## src/hw/rtl/cbr_pkg.sv

```systemverilog
// Shared types and constants for the cubic bisection root unit.
// Used by the controller, the datapath and the top level; no dependencies.
package cbr_pkg;

  localparam int FRAC_BITS = 16;
  localparam int MAX_STEPS = 64;
  localparam int PROD_W    = 96;
  localparam int Q_W       = PROD_W - FRAC_BITS + 1;
  localparam int STEP_W    = 7;

  localparam logic [2:0] CFG_CUBE     = 3'd0;
  localparam logic [2:0] CFG_SQUARE   = 3'd1;
  localparam logic [2:0] CFG_LINEAR   = 3'd2;
  localparam logic [2:0] CFG_CONSTANT = 3'd3;
  localparam logic [2:0] CFG_TOL      = 3'd4;

  localparam logic [1:0] OUT_CONVERGED = 2'd0;
  localparam logic [1:0] OUT_EXACT     = 2'd1;
  localparam logic [1:0] OUT_NO_ROOT   = 2'd2;

  typedef enum logic [3:0] {
    OP_NONE, OP_LOAD, OP_SEL, OP_MAG, OP_MLO, OP_MHI, OP_COMB, OP_ACC,
    OP_SAVE_FA, OP_SAVE_FB, OP_EXACT, OP_UPDATE, OP_NOROOT, OP_EMIT
  } dp_op_e;

  typedef enum logic [1:0] {
    TGT_A, TGT_B, TGT_C
  } tgt_e;

  typedef enum logic [3:0] {
    ST_IDLE, ST_SEL, ST_MAG, ST_MLO, ST_MHI, ST_COMB, ST_ACC,
    ST_CHECK, ST_TEST, ST_LOOP, ST_DONE
  } ctrl_state_e;

  typedef struct packed {
    dp_op_e     op;
    tgt_e       tgt;
    logic [1:0] term;
  } dp_cmd_t;

  typedef struct packed {
    logic same_sign;
    logic width_open;
    logic steps_left;
    logic fc_zero;
  } dp_status_t;

endpackage

```

## src/hw/rtl/cbr_ctrl.sv

```systemverilog
// Controller of the bisection unit: sequences the Horner steps and the
// bisection loop, and owns the output valid flag. Uses cbr_pkg.
module cbr_ctrl import cbr_pkg::*; (
  input  logic       clk_i,
  input  logic       rst_ni,
  input  logic       in_valid_i,
  output logic       in_stall_o,
  output logic       out_valid_o,
  input  logic       out_stall_i,
  input  dp_status_t status_i,
  output dp_cmd_t    cmd_o
);

  ctrl_state_e state_q, state_d;
  tgt_e        tgt_q, tgt_d;
  logic [1:0]  term_q, term_d;
  logic        ovalid_q, ovalid_d;

  always_ff @(posedge clk_i or negedge rst_ni) begin
    if (!rst_ni) begin
      state_q  <= ST_IDLE;
      tgt_q    <= TGT_A;
      term_q   <= '0;
      ovalid_q <= 1'b0;
    end else begin
      state_q  <= state_d;
      tgt_q    <= tgt_d;
      term_q   <= term_d;
      ovalid_q <= ovalid_d;
    end
  end

  always_comb begin
    state_d = state_q;
    tgt_d = tgt_q;
    term_d = term_q;
    ovalid_d = ovalid_q && out_stall_i;
    cmd_o.op = OP_NONE;
    cmd_o.tgt = tgt_q;
    cmd_o.term = term_q;
    case (state_q)
      ST_IDLE: begin
        if (in_valid_i) begin
          cmd_o.op = OP_LOAD;
          tgt_d = TGT_A;
          state_d = ST_SEL;
        end
      end
      ST_SEL: begin
        cmd_o.op = OP_SEL;
        term_d = '0;
        state_d = ST_MAG;
      end
      ST_MAG: begin cmd_o.op = OP_MAG; state_d = ST_MLO; end
      ST_MLO: begin cmd_o.op = OP_MLO; state_d = ST_MHI; end
      ST_MHI: begin cmd_o.op = OP_MHI; state_d = ST_COMB; end
      ST_COMB: begin cmd_o.op = OP_COMB; state_d = ST_ACC; end
      ST_ACC: begin
        cmd_o.op = OP_ACC;
        if (term_q == 2'd2) begin
          state_d = ST_CHECK;
        end else begin
          term_d = term_q + 2'd1;
          state_d = ST_MAG;
        end
      end
      ST_CHECK: begin
        case (tgt_q)
          TGT_A: begin
            cmd_o.op = OP_SAVE_FA;
            tgt_d = TGT_B;
            state_d = ST_SEL;
          end
          TGT_B: begin
            cmd_o.op = OP_SAVE_FB;
            state_d = ST_TEST;
          end
          default: begin
            if (status_i.fc_zero) begin
              cmd_o.op = OP_EXACT;
              state_d = ST_DONE;
            end else begin
              cmd_o.op = OP_UPDATE;
              state_d = ST_LOOP;
            end
          end
        endcase
      end
      ST_TEST: begin
        if (status_i.same_sign) begin
          cmd_o.op = OP_NOROOT;
          state_d = ST_DONE;
        end else begin
          state_d = ST_LOOP;
        end
      end
      ST_LOOP: begin
        if (status_i.width_open && status_i.steps_left) begin
          tgt_d = TGT_C;
          state_d = ST_SEL;
        end else begin
          state_d = ST_DONE;
        end
      end
      ST_DONE: begin
        // The result register takes a new transfer once the old one is gone.
        if (!ovalid_q || !out_stall_i) begin
          cmd_o.op = OP_EMIT;
          ovalid_d = 1'b1;
          state_d = ST_IDLE;
        end
      end
      default: state_d = ST_IDLE;
    endcase
  end

  assign in_stall_o  = (state_q != ST_IDLE);
  assign out_valid_o = ovalid_q;

endmodule
```

## config.mk

```make
export PLATFORM = sky130hd
export DESIGN_NAME = cbr_ctrl
export DESIGN_NICKNAME = d
export VERILOG_FILES = /design/src/hw/rtl/cbr_pkg.sv /design/src/hw/rtl/cbr_ctrl.sv
export SDC_FILE = /design/constraint.sdc
export NUM_CORES = 1
export LEC_CHECK = 0
export ABC_AREA = 1
export BUFFER_PORTS_ARGS = -buffer_cell sky130_fd_sc_hd__buf_4
export CAP_MARGIN = 20
export CORE_UTILIZATION = 45
export CTS_CLUSTER_SIZE = 14
export DETAILED_ROUTE_END_ITERATION = 6
export HOLD_SLACK_MARGIN = 0.15
export MAX_ROUTING_LAYER = met4
export PLACE_DENSITY = 0.68
export REMOVE_ABC_BUFFERS = 1
export SLEW_MARGIN = 0
export SYNTH_ARGS = -nofsm -noshare
export SYNTH_HDL_FRONTEND = slang
export SYNTH_SLANG_ARGS = --single-unit
```

## constraint.sdc

```tcl
create_clock -name clk_i -period 1.1 [get_ports clk_i]
set_input_delay 0.22 -clock clk_i [delete_from_list [all_inputs] [get_ports clk_i]]
set_output_delay 0.22 -clock clk_i [all_outputs]
set_load 0.05 [all_outputs]
```

After elaboration in Yosys (flattened, before gate mapping)

Cells that the tools add are included.

Flip-flop bits (word level): 9
Bits of input ports: 8
Output and inout port bits: 10
Word-level logic and storage cells: 57

$add $sub $neg: 1
Equality and inequality tests: 17
Mux-type cells: 22
Reduce and logical (&&, ||, !) cells: 13

Operators by type and width:

| cell                                          | number |
|---|---|
| case mux 4 bit (11 select lines)              | 1 |
| case mux 4 bit (10 select lines)              | 1 |
| two-way mux 4 bit                             | 5 |
| == test 4 x 3 -> 1 bit, second input constant | 4 |
| == test 4 bit, second input constant          | 3 |
| two-way mux 2 bit                             | 6 |
| != test 2 bit, second input constant          | 5 |
| == test 4 x 2 -> 1 bit, second input constant | 2 |
| case mux 2 bit (2 select lines)               | 2 |
| case mux 4 bit (2 select lines)               | 1 |
| case mux 2 bit (3 select lines)               | 1 |
| == test 4 x 1 -> 1 bit, second input constant | 1 |
| logical NOT 4 bit                             | 1 |
| two-way mux 1 bit                             | 4 |
| AND reduction 2 bit                           | 2 |
| AND reduction 4 bit                           | 1 |
| nonzero test 4 bit                            | 1 |
| two-way mux 3 bit                             | 1 |
| nonzero test 3 bit                            | 1 |
| adder 2 x 1 -> 2 bit, second input constant   | 1 |
| == test 2 x 1 -> 1 bit, second input constant | 1 |
| == test 2 bit, second input constant          | 1 |
| logical AND 1 bit                             | 2 |
| logical NOT 1 bit                             | 2 |
| 3 further kinds                               | 3 |

Logic depth before layout (Yosys ltp)

Word-level depth: 4
Mapped depth: 8
Depth with buffers taken out: 8

Least setup slack after synthesis

Ideal clock, no wire load.

Path type: register -> output
From: register state_q[2]
To: output cmd_o[4] (netlist bit)
Arrival time: 1.598 ns
Required time: 0.880 ns
Path slack: -0.718 ns
Cell stages (with the launch flop): 6
Path buffers: 0
Cell sequence: dfrtp_1 nor2_2 nand2_1 nor2_1 nor2_1 nand4_1

RTL lines:

| what                     | RTL line       | text |
|---|---|---|
| start: declaration       | cbr_ctrl.sv:14 | `ctrl_state_e state_q, state_d;` |
| start signal: assignment | cbr_ctrl.sv:26 | `state_q <= state_d;` |
| end: declaration         | cbr_ctrl.sv:11 | `output dp_cmd_t cmd_o` |

==> results.py <==
metrics = {
    "routing": {
        "vias": 1016,
        "drc": 0,
        "viasPerCell": 6.311,
        "drtIter0Drc": 59,
        "postRouteAntennaNets": 0,
        "wl_per_cell_um": 20.01,
        "drt_wl_total_um": 3221,
        "drtPass1Iterations": 5,
    },
    "global_route": {
        "met2_usage_pct": 58.59,
        "grt_pass1_wl_um": 3387,
        "antenna_found_initial": 0,
        "grt_max_degree": 10,
        "grt_util_met3_pct": 2.174,
        "grt-ovfl-total": 0,
        "track_usage_pct": 32.36,
        "grt_pass1_vias": 826,
        "grtUsageMet1_pct": 37.33,
        "grt.busiest_layer": "met2",
    },
    "power_and_ir_drop": {
        "power_frac_clock_pct": 6.8,
        "leakage_nw": 0.6332,
        "switching_share_pct": 53.48,
        "p_int_w": 0.001757,
        "power_density_mw_per_mm2": 2968,
        "ir_drop_uv": 2136,
        "net-switching-power_w": 0.002020,
        "power_frac_comb_pct": 76.2,
        "power_frac_seq_pct": 17.0,
    },
    "synthesis": {
        "synth_top_area_share_pct": 32.67,
        "synth-seq-cells": 9,
        "async_flop_share_pct": 100.0,
        "yosysTopAreaCell": "dfrtp_1",
        "ys_warn_count": 0,
        "synth.cell_area_um2": 689.4,
        "synth_ff_type": "dfrtp_1",
        "synth_cell_types": 23,
        "ys_seq_area_share_pct": 32.67,
        "syn_avg_cell_area_um2": 7.413,
        "synth_area_leaders": "dfrtp_1 (33%), nand2_1 (12%), nor2_4 (8.2%)",
        "synth_edf_count": 0,
        "syn_inst": 93,
    },
    "run_status": {
        "violations": "setup timing",
        "status": "finished with violations",
    },
    "clock_tree": {
        "tritoncts": "done",
        "root_buffer": "clkbuf_4",
        "clock_sink_count": 9,
        "cts_buffer_depth": 2,
        "cts_buffers": 3,
        "htreeDepth": 1,
        "clk_pin_slew_ns": 0.06,
        "clock_latency_ns": 0.26,
    },
    "die": {
        "boundaryPins": 18,
        "initial_utilization_pct": 50.46,
        "core_area_mm2": 0.001366,
        "die_w_um": 41.14,
        "rows": 13,
        "die_area_mm2": 0.001693,
        "die_h_um": 41.14,
    },
    "placement": {
        "io_buffers": 17,
        "gp_congestion": 0.8370,
        "dpl.hpwl_um": 1435,
    },
    "timing": {
        "whs_ns": 0.2544,
        "drv_slew": 0,
        "rsz0062_at_grt": "true",
        "worst_pin_slew_ns": 0.2922,
        "slew_headroom_pct": 80.37,
        "fin_crit_ns": 1.757,
        "setup_violations": 17,
        "fin_crit_sh_pct": 159.7,
        "clock_skew_ns": 0.004382,
        "hold_viol": 0,
        "fmax_mhz": 569.3,
        "finalWorstSetupSlack_ns": -0.6565,
    },
    "critical_path": {
        "cp-end-kind": "primary output",
        "cp-start-kind": "flip-flop",
        "crit_type": "flip-flop to primary output",
        "arrival_ns": 1.54,
        "required_ns": 0.88,
        "worst-path-max-fanout": 5,
    },
    "run": {
        "cap_violations": 0,
    },
    "final_layout": {
        "final_cell_mix": "buf_4 (32), nand2_1 (15), buf_6 (12)",
        "syn2layout_area_growth_pct": 84.57,
        "final_util_pct": 93.13,
        "num_antenna_cells": 0,
        "layout_commonest_cell": "buf_4",
        "nFillCells": 50,
        "finalNetCount": 156,
        "drive_above_1_share_pct": 63.70,
    },
    "min_path": {
        "hold_class": "input port to flip-flop",
    },
}
-- path summary, 6_finish.rpt --
path,start,to,slack (ns),cells after the start
setup / recovery,state_q[0]$_DFFE_PN0P_,cmd_o[4],-0.66,7
hold / removal,out_stall_i,out_valid_o$_DFF_PN0_,0.25,3
setup reg to reg,state_q[0]$_DFFE_PN0P_,state_q[0]$_DFFE_PN0P_,-0.53,11
hold reg to reg,out_valid_o$_DFF_PN0_,out_valid_o$_DFF_PN0_,0.60,2
max in group asynchronous,rst_ni,state_q[1]$_DFFE_PN0P_,0.60,2
min in group asynchronous,rst_ni,out_valid_o$_DFF_PN0_,0.35,2
-- cell usage after synthesis, types with 2 or more instances --
master and number:
inv_1 9, nand3_2 3, nor2_1 6, o21ai_0 3
nand3_1 8, nand4_1 4, nand2_2 3, nand3b_1 2
nor2_2 2, inv_2 5, nand2_1 22, dfrtp_1 9
a21oi_1 2, nor2_4 5, o21ai_1 2
-- flip-flops by register name, indices dropped and copies added (netlist names) --
signal	flops
state_q	4
term_q	2
tgt_q	2
out_valid_o	1
-- power by group through the flow --
stage / clock [W] / combinational (W) / sequential [W]
global placement: 0 / 0.00209 / 0.000589
detailed placement: 0 / 0.00210 / 0.000595
global route: 0.000267 / 0.00297 / 0.000635
CTS: 0.000254 / 0.00243 / 0.000608
floorplan: 0 / 0.00118 / 0.000735
finish: 0.000257 / 0.00288 / 0.000640
-- critical path, cell delays in order (launching register included) --
cell and delay [ns]:
dfrtp_2 0.47, inv_2 0.10, nand2_2 0.08, buf_6 0.14, nor2_4 0.11, inv_1 0.08, nand4_1 0.13, buf_6 0.17
-- metrics by stage --
| step | setup slack [ns] | cells | TNS, ns | power, W | area, um2 |
|---|---|---|---|---|---|
| 2_1_floorplan | -0.7570 | 92 | -3.821 | 0.001915 | 678.2 |
| 3_3_place_gp | -0.3243 | 145 | -2.500 | 0.002677 | 982.2 |
| 3_5_place_dp | -0.3381 | 145 | -2.742 | 0.002697 | 982.2 |
| 4_1_cts | -0.5483 | 156 | -4.611 | 0.003295 | 1175 |
| 5_1_grt | -0.6671 | 161 | -6.828 | 0.003868 | 1272 |
| 6_report | -0.6565 | 161 | -6.286 | 0.003777 | 1272 |
-- cells by family (layout without fill, tap and decap cells) --
group	Yosys count	after routing	synth area share [%]
adders and majority gates	1	1	1.815
DFF	9	9	32.67
and+or+nand+nor	57	57	46.28
buffers and inverters	15	68	9.256
AOI/OAI and AO/OA	11	11	9.982
-- layer usage --
metal / up-vias / wire length [um]
li1: 412 / -
met1: 471 / 1068
met2: 103 / 1538
met3: 30 / 391
met4: 0 / 223
met5: - / 0
-- cell type report --
type,instances,area (um2),area share [%]
timing repair buffer,50,460.4,36.18
multi-input combinational,69,481.7,37.86
tap,15,18.77,1.475
sequential,9,230.2,18.09
inverter,14,55.05,4.326
clock buffer,4,26.28,2.065
-- repair_timing --
action | in CTS | in global routing
gates resized for setup | 31 | 21
hold buffers | 1 | 0
pin swaps | 10 | 10
hold endpoints to repair | 9 | 0
gates cloned | 0 | 0
buffers inserted | 8 | 7
setup endpoints to repair | 16 | 17
No activity file was read; power rests on OpenSTA's default activity.
